===== src/rtl/scrpd_pkg.sv =====
package scrpd_pkg;

  // Frame geometry limits and line store size.
  localparam int MAX_WIDTH     = 4096;
  localparam int MAX_HEIGHT    = 4096;
  localparam int MAX_LINES_DEF = 8;

  localparam logic [7:0]  RESET_THRESHOLD = 8'd200;
  localparam logic [12:0] RESET_MAX_LIMIT = 13'd4097;
  localparam logic [12:0] LEN_MAX         = 13'd8191;

  localparam int COORD_W = 12;
  localparam int LEN_W   = 13;
  localparam int CFG_W   = 13;
  localparam int CFG_IDX_W = 3;

  // Operation codes of an input beat.
  localparam logic OP_PIXEL     = 1'b0;
  localparam logic OP_FRAME_END = 1'b1;

  typedef enum logic [CFG_IDX_W-1:0] {
    CFG_BRIGHT_THRESHOLD = 3'd0,
    CFG_MIN_LINE_LENGTH  = 3'd1,
    CFG_MAX_LINE_LENGTH  = 3'd2,
    CFG_MIN_TRACK_WIDTH  = 3'd3,
    CFG_MAX_TRACK_WIDTH  = 3'd4
  } cfg_idx_t;

  typedef struct packed {
    logic               op;
    logic [COORD_W-1:0] row_index;
    logic [7:0]         gray_value;
    logic               row_end;
  } in_beat_t;

  typedef struct packed {
    logic               pair_found;
    logic [3:0]         first_index;
    logic [3:0]         second_index;
    logic [COORD_W-1:0] start_distance;
    logic [COORD_W-1:0] first_row;
    logic [COORD_W-1:0] first_start_x;
    logic [COORD_W-1:0] first_end_x;
    logic [COORD_W-1:0] second_row;
    logic [COORD_W-1:0] second_start_x;
    logic [COORD_W-1:0] second_end_x;
    logic               lines_dropped;
    logic               last_of_frame;
  } out_beat_t;

  // One stored run.
  typedef struct packed {
    logic [COORD_W-1:0] row;
    logic [COORD_W-1:0] sx;
    logic [COORD_W-1:0] ex;
    logic [LEN_W-1:0]   len;
  } line_t;

  localparam int LINE_W = $bits(line_t);

  // Controller to datapath.
  typedef struct packed {
    logic pix_accept;
    logic frame_accept;
    logic next_row;
    logic next_col;
    logic push_pend;
    logic load_pend;
    logic push_final;
  } cmd_t;

  // Datapath to controller.
  typedef struct packed {
    logic row_done;
    logic col_done;
    logic match;
    logic pend_valid;
    logic out_free;
  } sts_t;

endpackage


===== src/rtl/scrpd_ram.sv =====
module scrpd_ram #(
  parameter int WIDTH = scrpd_pkg::LINE_W,
  parameter int DEPTH = scrpd_pkg::MAX_LINES_DEF,
  localparam int ADDR_W = (DEPTH > 1) ? $clog2(DEPTH) : 1
) (
  input  logic              clk,
  input  logic              we,
  input  logic [ADDR_W-1:0] waddr,
  input  logic [WIDTH-1:0]  wdata,
  input  logic [ADDR_W-1:0] raddr,
  output logic [WIDTH-1:0]  rdata
);

  logic [WIDTH-1:0] mem [DEPTH];

  always_ff @(posedge clk) begin
    if (we) begin
      mem[waddr] <= wdata;
    end
    rdata <= mem[raddr];
  end

endmodule


===== src/rtl/scrpd_ctrl.sv =====
module scrpd_ctrl (
  input  logic             clk,
  input  logic             rst_n,
  input  logic             in_valid,
  input  logic             in_op,
  output logic             in_ready,
  input  scrpd_pkg::sts_t  sts,
  output scrpd_pkg::cmd_t  cmd
);

  typedef enum logic [1:0] {
    ST_PIXEL,
    ST_READ,
    ST_CHECK,
    ST_FINAL
  } state_t;

  state_t state_r, state_nxt;
  logic   in_ready_r;

  assign in_ready = in_ready_r;

  always_comb begin
    state_nxt = state_r;
    cmd       = '0;
    unique case (state_r)
      ST_PIXEL: begin
        if (in_valid && in_ready_r) begin
          if (in_op == scrpd_pkg::OP_FRAME_END) begin
            cmd.frame_accept = 1'b1;
            state_nxt        = ST_READ;
          end else begin
            cmd.pix_accept = 1'b1;
          end
        end
      end
      ST_READ: begin
        if (sts.row_done) begin
          state_nxt = ST_FINAL;
        end else if (sts.col_done) begin
          cmd.next_row = 1'b1;
        end else begin
          state_nxt = ST_CHECK;
        end
      end
      ST_CHECK: begin
        if (!sts.match) begin
          cmd.next_col = 1'b1;
          state_nxt    = ST_READ;
        end else if (!sts.pend_valid || sts.out_free) begin
          cmd.push_pend = sts.pend_valid;
          cmd.load_pend = 1'b1;
          cmd.next_col  = 1'b1;
          state_nxt     = ST_READ;
        end
      end
      ST_FINAL: begin
        if (sts.out_free) begin
          cmd.push_final = 1'b1;
          state_nxt      = ST_PIXEL;
        end
      end
      default: begin
        state_nxt = ST_PIXEL;
      end
    endcase
  end

  always_ff @(posedge clk) begin
    if (!rst_n) begin
      state_r    <= ST_PIXEL;
      in_ready_r <= 1'b0;
    end else begin
      state_r    <= state_nxt;
      in_ready_r <= (state_nxt == ST_PIXEL);
    end
  end

`ifndef SYNTHESIS
  // A frame end stops the input until the pair walk is over.
  a_frame_blocks_input: assert property (@(posedge clk) disable iff (!rst_n)
    cmd.frame_accept |=> !in_ready)
    else $error("input still ready after frame end beat");
`endif

endmodule


===== src/rtl/scrpd_dp.sv =====
module scrpd_dp #(
  parameter int MAX_LINES = scrpd_pkg::MAX_LINES_DEF
) (
  input  logic                                clk,
  input  logic                                rst_n,
  input  logic                                cfg_we,
  input  logic [scrpd_pkg::CFG_IDX_W-1:0]     cfg_index,
  input  logic [scrpd_pkg::CFG_W-1:0]         cfg_data,
  input  scrpd_pkg::in_beat_t                 in_data,
  input  scrpd_pkg::cmd_t                     cmd,
  output scrpd_pkg::sts_t                     sts,
  output logic                                out_valid,
  input  logic                                out_ready,
  output scrpd_pkg::out_beat_t                out_data
);

  localparam int IDX_W = (MAX_LINES > 1) ? $clog2(MAX_LINES) : 1;
  localparam int CNT_W = $clog2(MAX_LINES + 1);
  localparam int CW    = scrpd_pkg::COORD_W;
  localparam int LW    = scrpd_pkg::LEN_W;

  // Configuration registers.
  logic [7:0]    thr_r;
  logic [LW-1:0] min_len_r, max_len_r, min_tw_r, max_tw_r;

  // Run tracking.
  logic [CW-1:0]    col_r;
  logic [LW-1:0]    streak_len_r;
  logic [CW-1:0]    streak_start_r;
  logic [CNT_W-1:0] count_r;
  logic             ovf_r;

  // Pair walk.
  logic [CNT_W-1:0] walk_cnt_r;
  logic             drop_r;
  logic [CNT_W-1:0] i_r, j_r;
  scrpd_pkg::out_beat_t pend_r;
  logic                 pend_valid_r;
  logic                 out_valid_r;
  scrpd_pkg::out_beat_t out_data_r;

  logic                 bright, close_dark, close_end, line_close, has_room, store_we;
  logic [LW-1:0]        len_grow;
  logic [CW-1:0]        start_run;
  scrpd_pkg::line_t     new_line, line_a, line_b;
  logic [scrpd_pkg::LINE_W-1:0] rdata_a, rdata_b;
  logic [CW-1:0]        sx_gap;
  logic                 match, out_free;
  scrpd_pkg::out_beat_t pair_beat, final_beat;

  always_ff @(posedge clk) begin
    if (!rst_n) begin
      thr_r     <= scrpd_pkg::RESET_THRESHOLD;
      min_len_r <= '0;
      max_len_r <= scrpd_pkg::RESET_MAX_LIMIT;
      min_tw_r  <= '0;
      max_tw_r  <= scrpd_pkg::RESET_MAX_LIMIT;
    end else if (cfg_we) begin
      unique case (cfg_index)
        scrpd_pkg::CFG_BRIGHT_THRESHOLD: thr_r     <= cfg_data[7:0];
        scrpd_pkg::CFG_MIN_LINE_LENGTH:  min_len_r <= cfg_data;
        scrpd_pkg::CFG_MAX_LINE_LENGTH:  max_len_r <= cfg_data;
        scrpd_pkg::CFG_MIN_TRACK_WIDTH:  min_tw_r  <= cfg_data;
        scrpd_pkg::CFG_MAX_TRACK_WIDTH:  max_tw_r  <= cfg_data;
        default: ;
      endcase
    end
  end

  always_comb begin
    bright = (in_data.gray_value > thr_r) &&
             ({1'b0, in_data.row_index} < (CW + 1)'(scrpd_pkg::MAX_HEIGHT));
    len_grow   = (streak_len_r < scrpd_pkg::LEN_MAX) ? streak_len_r + LW'(1) : streak_len_r;
    start_run  = (streak_len_r == '0) ? col_r : streak_start_r;
    close_dark = !bright && (streak_len_r != '0);
    close_end  = bright && in_data.row_end;
    line_close = close_dark || close_end;
    has_room   = count_r < CNT_W'(MAX_LINES);
    store_we   = cmd.pix_accept && line_close && has_room;
    new_line.row = in_data.row_index;
    if (close_dark) begin
      new_line.sx  = streak_start_r;
      new_line.ex  = col_r - CW'(1);
      new_line.len = streak_len_r;
    end else begin
      new_line.sx  = start_run;
      new_line.ex  = col_r;
      new_line.len = len_grow;
    end
  end

  always_ff @(posedge clk) begin
    if (!rst_n) begin
      col_r          <= '0;
      streak_len_r   <= '0;
      streak_start_r <= '0;
      count_r        <= '0;
      ovf_r          <= 1'b0;
    end else if (cmd.frame_accept) begin
      col_r          <= '0;
      streak_len_r   <= '0;
      streak_start_r <= '0;
      count_r        <= '0;
      ovf_r          <= 1'b0;
    end else if (cmd.pix_accept) begin
      streak_len_r <= (bright && !in_data.row_end) ? len_grow : '0;
      if (bright) begin
        streak_start_r <= start_run;
      end
      if (in_data.row_end) begin
        col_r <= '0;
      end else if (col_r < CW'(scrpd_pkg::MAX_WIDTH - 1)) begin
        col_r <= col_r + CW'(1);
      end
      if (line_close) begin
        if (has_room) begin
          count_r <= count_r + CNT_W'(1);
        end else begin
          ovf_r <= 1'b1;
        end
      end
    end
  end

  // Two copies of the line store so that both lines of a pair read at once.
  scrpd_ram #(.WIDTH(scrpd_pkg::LINE_W), .DEPTH(MAX_LINES)) u_store_a (
    .clk   (clk),
    .we    (store_we),
    .waddr (count_r[IDX_W-1:0]),
    .wdata (new_line),
    .raddr (i_r[IDX_W-1:0]),
    .rdata (rdata_a)
  );

  scrpd_ram #(.WIDTH(scrpd_pkg::LINE_W), .DEPTH(MAX_LINES)) u_store_b (
    .clk   (clk),
    .we    (store_we),
    .waddr (count_r[IDX_W-1:0]),
    .wdata (new_line),
    .raddr (j_r[IDX_W-1:0]),
    .rdata (rdata_b)
  );

  always_comb begin
    line_a = scrpd_pkg::line_t'(rdata_a);
    line_b = scrpd_pkg::line_t'(rdata_b);
    sx_gap = (line_a.sx >= line_b.sx) ? line_a.sx - line_b.sx : line_b.sx - line_a.sx;
    match  = (line_a.len > min_len_r) && (line_a.len < max_len_r) &&
             (line_b.len > min_len_r) && (line_b.len < max_len_r) &&
             ({1'b0, sx_gap} > min_tw_r) && ({1'b0, sx_gap} < max_tw_r);

    pair_beat                = '0;
    pair_beat.pair_found     = 1'b1;
    pair_beat.first_index    = 4'(i_r);
    pair_beat.second_index   = 4'(j_r);
    pair_beat.start_distance = sx_gap;
    pair_beat.first_row      = line_a.row;
    pair_beat.first_start_x  = line_a.sx;
    pair_beat.first_end_x    = line_a.ex;
    pair_beat.second_row     = line_b.row;
    pair_beat.second_start_x = line_b.sx;
    pair_beat.second_end_x   = line_b.ex;
    pair_beat.lines_dropped  = drop_r;

    if (pend_valid_r) begin
      final_beat = pend_r;
    end else begin
      final_beat               = '0;
      final_beat.lines_dropped = drop_r;
    end
    final_beat.last_of_frame = 1'b1;
  end

  always_ff @(posedge clk) begin
    if (!rst_n) begin
      walk_cnt_r <= '0;
      drop_r     <= 1'b0;
      i_r        <= '0;
      j_r        <= CNT_W'(1);
    end else if (cmd.frame_accept) begin
      walk_cnt_r <= count_r;
      drop_r     <= ovf_r;
      i_r        <= '0;
      j_r        <= CNT_W'(1);
    end else if (cmd.next_row) begin
      i_r <= i_r + CNT_W'(1);
      j_r <= i_r + CNT_W'(2);
    end else if (cmd.next_col) begin
      j_r <= j_r + CNT_W'(1);
    end
  end

  always_ff @(posedge clk) begin
    if (cmd.load_pend) begin
      pend_r <= pair_beat;
    end
  end

  always_ff @(posedge clk) begin
    if (!rst_n) begin
      pend_valid_r <= 1'b0;
    end else if (cmd.load_pend) begin
      pend_valid_r <= 1'b1;
    end else if (cmd.push_final) begin
      pend_valid_r <= 1'b0;
    end
  end

  assign out_free = !out_valid_r || out_ready;

  always_ff @(posedge clk) begin
    if (!rst_n) begin
      out_valid_r <= 1'b0;
    end else if (cmd.push_pend) begin
      out_valid_r <= 1'b1;
    end else if (cmd.push_final) begin
      out_valid_r <= 1'b1;
    end else if (out_ready) begin
      out_valid_r <= 1'b0;
    end
  end

  always_ff @(posedge clk) begin
    if (cmd.push_pend) begin
      out_data_r <= pend_r;
    end else if (cmd.push_final) begin
      out_data_r <= final_beat;
    end
  end

  assign out_valid = out_valid_r;
  assign out_data  = out_data_r;

  assign sts.row_done   = (i_r + CNT_W'(1)) >= walk_cnt_r;
  assign sts.col_done   = j_r >= walk_cnt_r;
  assign sts.match      = match;
  assign sts.pend_valid = pend_valid_r;
  assign sts.out_free   = out_free;

`ifndef SYNTHESIS
  a_push_into_free_slot: assert property (@(posedge clk) disable iff (!rst_n)
    (cmd.push_pend || cmd.push_final) |-> out_free)
    else $error("result pushed over an untaken beat");

  a_count_in_range: assert property (@(posedge clk) disable iff (!rst_n)
    count_r <= CNT_W'(MAX_LINES))
    else $error("line count beyond store depth");

  a_walk_order: assert property (@(posedge clk) disable iff (!rst_n)
    j_r > i_r)
    else $error("pair walk index order broken");
`endif

endmodule


===== src/rtl/scanline_run_pair_detector_top.sv =====
// Pixel beats: one per cycle, no result; a run closes into the line store in the same cycle.
// Frame end beat: the pair walk visits each pair of stored lines, first a store read,
//   then a compare, then results leave through a one-beat output register; an output
//   stall holds the walk.
// Input stays blocked during the walk; each found pair waits until the next match or walk end.
// Reset: synchronous, active low; clears run state, line count, flags and config defaults.
module scanline_run_pair_detector_top #(
  parameter int MAX_LINES = scrpd_pkg::MAX_LINES_DEF
) (
  input  logic                            clk,
  input  logic                            rst_n,
  // Configuration write port
  input  logic                            cfg_we,
  input  logic [scrpd_pkg::CFG_IDX_W-1:0] cfg_index,
  input  logic [scrpd_pkg::CFG_W-1:0]     cfg_data,
  // Input channel
  input  logic                            in_valid,
  output logic                            in_ready,
  input  scrpd_pkg::in_beat_t             in_data,
  // Result channel
  output logic                            out_valid,
  input  logic                            out_ready,
  output scrpd_pkg::out_beat_t            out_data
);

  // Command and status bundles between the sequencer and the datapath.
  scrpd_pkg::cmd_t cmd;
  scrpd_pkg::sts_t sts;

  // Sequencer: accepts pixel beats, then on frame end walks every pair i<j,
  // holds one found pair back so the final one can carry last_of_frame.
  scrpd_ctrl u_ctrl (
    .clk      (clk),
    .rst_n    (rst_n),
    .in_valid (in_valid),
    .in_op    (in_data.op),
    .in_ready (in_ready),
    .sts      (sts),
    .cmd      (cmd)
  );

  // Datapath: config registers, run tracking, line store, pair compare,
  // pending pair and the output register.
  scrpd_dp #(.MAX_LINES(MAX_LINES)) u_dp (
    .clk       (clk),
    .rst_n     (rst_n),
    .cfg_we    (cfg_we),
    .cfg_index (cfg_index),
    .cfg_data  (cfg_data),
    .in_data   (in_data),
    .cmd       (cmd),
    .sts       (sts),
    .out_valid (out_valid),
    .out_ready (out_ready),
    .out_data  (out_data)
  );

endmodule


===== config.mk =====
export PLATFORM = sky130hd
export DESIGN_NAME = scanline_run_pair_detector_top
export DESIGN_NICKNAME = d
export VERILOG_FILES = /design/src/rtl/scrpd_pkg.sv /design/src/rtl/scrpd_ram.sv /design/src/rtl/scrpd_ctrl.sv /design/src/rtl/scrpd_dp.sv /design/src/rtl/scanline_run_pair_detector_top.sv
export SDC_FILE = /design/constraint.sdc
export NUM_CORES = 1
export LEC_CHECK = 0
export BUFFER_PORTS_ARGS = -buffer_cell sky130_fd_sc_hd__buf_2
export CAP_MARGIN = 10
export CORE_ASPECT_RATIO = 1.4
export CORE_UTILIZATION = 50
export DETAILED_ROUTE_END_ITERATION = 7
export GPL_ROUTABILITY_DRIVEN = 0
export GPL_TIMING_DRIVEN = 0
export PLACE_DENSITY_LB_ADDON = 0.25
export SLEW_MARGIN = 25
export SYNTH_ARGS = -nofsm -noshare
export SYNTH_HDL_FRONTEND = slang
export SYNTH_SLANG_ARGS = --single-unit
export TNS_END_PERCENT = 30

===== constraint.sdc =====
create_clock -name clk -period 21.5 [get_ports clk]
set_clock_uncertainty 0.2 [all_clocks]
set_input_delay 6.45 -clock clk [delete_from_list [all_inputs] [get_ports clk]]
set_output_delay 6.45 -clock clk [all_outputs]
set_load 0.1 [all_outputs]

==> flow_summary_export.csv <==
group,metric,value,unit
outcome,outcome,"finished clean",
synthesis,yosysWarnings,0,
grt,grt_remaining_overflow,0,
routing,routed-wl-met3,5170,um
timing,worst_pin_slew,1010,ps
grt,grt_pass1_wl,127000,um
floorplan,start_util,50.5,%
cts,clockBufferDepth,3,
worst_setup_path,worstPathMaxFanout,8,
cts,cts_hold_buf,0,
synthesis,synth_area,34800,um^2
synthesis,ys_types,83,
grt,grt_max_degree,25,
synthesis,ys_ff_latch,798,
synthesis,synth_edf_count,580,
routing,via_per_inst,5.78,
pwr,ir_drop,51.6,uV
pwr,p_leak,13.9,nW
floorplan,die_w,225,um
finish,area.growth.synth_to_final,15.6,%
timing,setup_tns,0,ps
timing,final-setup-viol-count,0,
synthesis,syn_inst,2307,
min_path,worstHoldPathType,"reg2reg",
timing,relSlewSlack,32.6,%
floorplan,dieHeight,314,um
synthesis,synth_most_common_cell,"edfxtp_1",
routing,drt-met1-wl,33100,um
routing,remaining_drc_errors,0,
timing,max_freq,103,MHz
cts,post-cts-setup-buffers,0,
timing,period_minus_slack,9710,ps
timing,finalMaxSlewViolations,0,
finish,nNetsFinal,2731,
pwr,power_density,81.8,nW/um^2
routing,top_layer,"met5",
cts,clkSlewWorstSetupHoldPaths,70,ps
routing,drtIter0Drc,1812,
floorplan,rows,114,
timing,hold_slack,197,ps
worst_setup_path,required,21620,ps
synthesis,synth_fp_nets,2472,
timing,hold_viol,0,
routing,dr_wl_met2,43000,um
grt,grt.total_usage,24.2,%
cts,cts.sinks,798,
worst_setup_path,setup.worst_path.class,"in2reg",
routing,ant_nets,0,
worst_setup_path,cp.arrival,9830,ps
cts,cts_tree,"built",
run,cap_violations,0,
cts,clk_latency,630,ps
placed_design,hpwl,60000,um
synthesis,synth_area_leaders,"edfxtp_1 50%, mux4_2 13%, dfxtp_1 13%, ha_1 4.3%, mux2_2 3.2%",
synthesis,synth_common_cells,"580 x edfxtp_1, 218 x dfxtp_1, 207 x nand2_1",
synthesis,avgSynthCellArea,15.1,um^2
synthesis,yosysTopAreaCell,"edfxtp_1",
synthesis,yosysSeqAreaShare,62.6,%
routing,vias,20600,
finish,drive_gt1_share,24.9,%
floorplan,core_area,68900,um^2
finish,regArea,21800,um^2
cts,ctsHtreeMaxLevel,3,
routing,drt_wl_total,84100,um
floorplan,die-area,70600,um^2
finish,fill_cells,5316,
timing,rsz0062_at_grt,"false",
timing,min_period_over_period,45.2,%
grt,antenna_found_initial,5,
routing,wire_per_inst,23.6,um
cts,clockRootBuffer,"clkbuf_16",
routing,drt_pass1_iterations,5,
synthesis,synth-async-reset-ratio,0,%
grt,grt_pass1_vias,21500,
finish,multi_input_comb_area,12200,um^2
placed_design,port_buffers,138,
worst_setup_path,endpoint_kind,"register",
synthesis,synthFlopType,"edfxtp_1",
cts,cts_resized,0,
worst_setup_path,startpoint_type,"input pin",
floorplan,ios,140,
cts,cts_made_buffers,76,
synthesis,synth.top_cell.area_share,50.1,%
==> per-stage QoR <==
| step | power, mW | cell area (um^2) | utilization (%) | worst slack (ps) | instances |
|---|---|---|---|---|---|
| floorplan | 1.83 | 34800 | - | 7250 | 2307 |
| global placement | 1.90 | 36600 | 53.2 | 3630 | 3373 |
| detailed placement | 1.90 | 37500 | 54.5 | 11220 | 3416 |
| CTS | 3.31 | 40200 | 58.3 | 11870 | 3558 |
| global route | 3.39 | 40200 | 58.4 | 11690 | 3560 |
| finish | 3.29 | 40200 | 58.4 | 11790 | 3560 |
==> cells by family (layout without fill, tap and decap cells) <==
logic type	after synthesis	count (layout)	share of synthesized area [%]
compound gates	246	246	4.90
xor+xnor	43	43	1.10
fa+ha+maj	122	122	4.43
buf+inv	224	547	2.53
flops	798	798	62.6
mux	307	307	16.3
other cells	0	2	0
simple gates	567	567	8.16
==> routing by layer <==
| layer | track usage, % | vias to the layer above |
|---|---|---|
| met3 | 3.66 | 170 |
| met2 | 42.3 | 806 |
| li1 | - | 9257 |
| met1 | 30.0 | 10300 |
| met5 | 0 | - |
| met4 | 10.0 | 4 |
==> sequential cells by signal, summed over array words and instances, names as in the netlist <==
signal,count
u_ctrl.in_ready,1
u_ctrl.state_r,2
u_dp.col_r,12
u_dp.count_r,4
u_dp.drop_r,1
u_dp.i_r,4
u_dp.j_r,4
u_dp.max_len_r,13
u_dp.max_tw_r,13
u_dp.min_len_r,13
u_dp.min_tw_r,13
u_dp.out_data,95
u_dp.out_valid,1
u_dp.ovf_r,1
u_dp.pend_r,93
u_dp.pend_valid_r,1
u_dp.streak_len_r,13
u_dp.streak_start_r,12
u_dp.thr_r,8
u_dp.u_store_a.rdata,49
u_dp.u_store_b.mem,392
u_dp.u_store_b.rdata,49
u_dp.walk_cnt_r,4
==> critical path: stages <==
cell and delay [ps]:
buf_2 100, ha_1 300, nor2b_1 140, o21a_1 160
o21a_1 160, o21a_1 270, o211a_1 340, a2111oi_4 490
nand2b_2 250, nor3_2 620, buf_4 320, buf_4 210
==> path summary, 6_finish.rpt <==
path,start,to,slack (ps),cells after the start
worst max-delay path,in_data[2],u_dp.u_store_b.mem[0][36],11790,12
worst min-delay path,u_dp.u_store_a.rdata[13],u_dp.pend_r[38],200,0
worst max register to register,u_dp.u_store_a.rdata[25],u_dp.out_data[28],14730,22
worst min register to register,u_dp.u_store_a.rdata[13],u_dp.pend_r[38],200,0
==> cell type report <==
| cell class | count | area share [%] |
|---|---|---|
| Multi-Input combinational cell | 1285 | 30.3 |
| Antenna cell | 2 | 0.0124 |
| Timing Repair Buffer | 181 | 3.76 |
| Tap cell | 928 | 2.89 |
| Clock buffer | 99 | 5.33 |
| Inverter | 106 | 0.990 |
| Sequential cell | 798 | 54.2 |
| Buffer | 118 | 1.21 |
| Clock inverter | 43 | 1.29 |
==> placed cells by master (no fill, tap or decap), types with 6 or more instances in the layout <==
cell type  count
buf_4          7
xor2_1        22
nor2_4         6
mux2_2        99
a31oi_1        7
a21o_1        28
o211ai_1       8
clkbuf_16     81
nor3_1        41
nand4_1       17
mux4_2       196
buf_2        160
clkinv_2       8
o21ai_1        8
buf_16        20
ha_1         120
nand3_1       34
inv_1        103
nand2b_1      15
o21ai_0       27
and2_1       100
mux2i_1       10
a211oi_1       9
clkbuf_1      99
xnor2_1       20
a21oi_1       52
a21boi_0      58
nor2_1        76
o31ai_1        7
o21a_1         6
buf_6         13
bufinv_16     10
and3_1        11
nand2_1      207
edfxtp_1     580
clkinv_1      11
dfxtp_1      218
nor2b_1       13
nor4_1         8
==> power breakdown <==
part / leakage (nW) / switching [mW] / internal, mW
combinational: 5.46 / 0.131 / 0.0802
sequential: 7.18 / 0.00834 / 1.65
clock: 1.29 / 0.585 / 0.832
No activity file was read; power rests on OpenSTA's default activity.
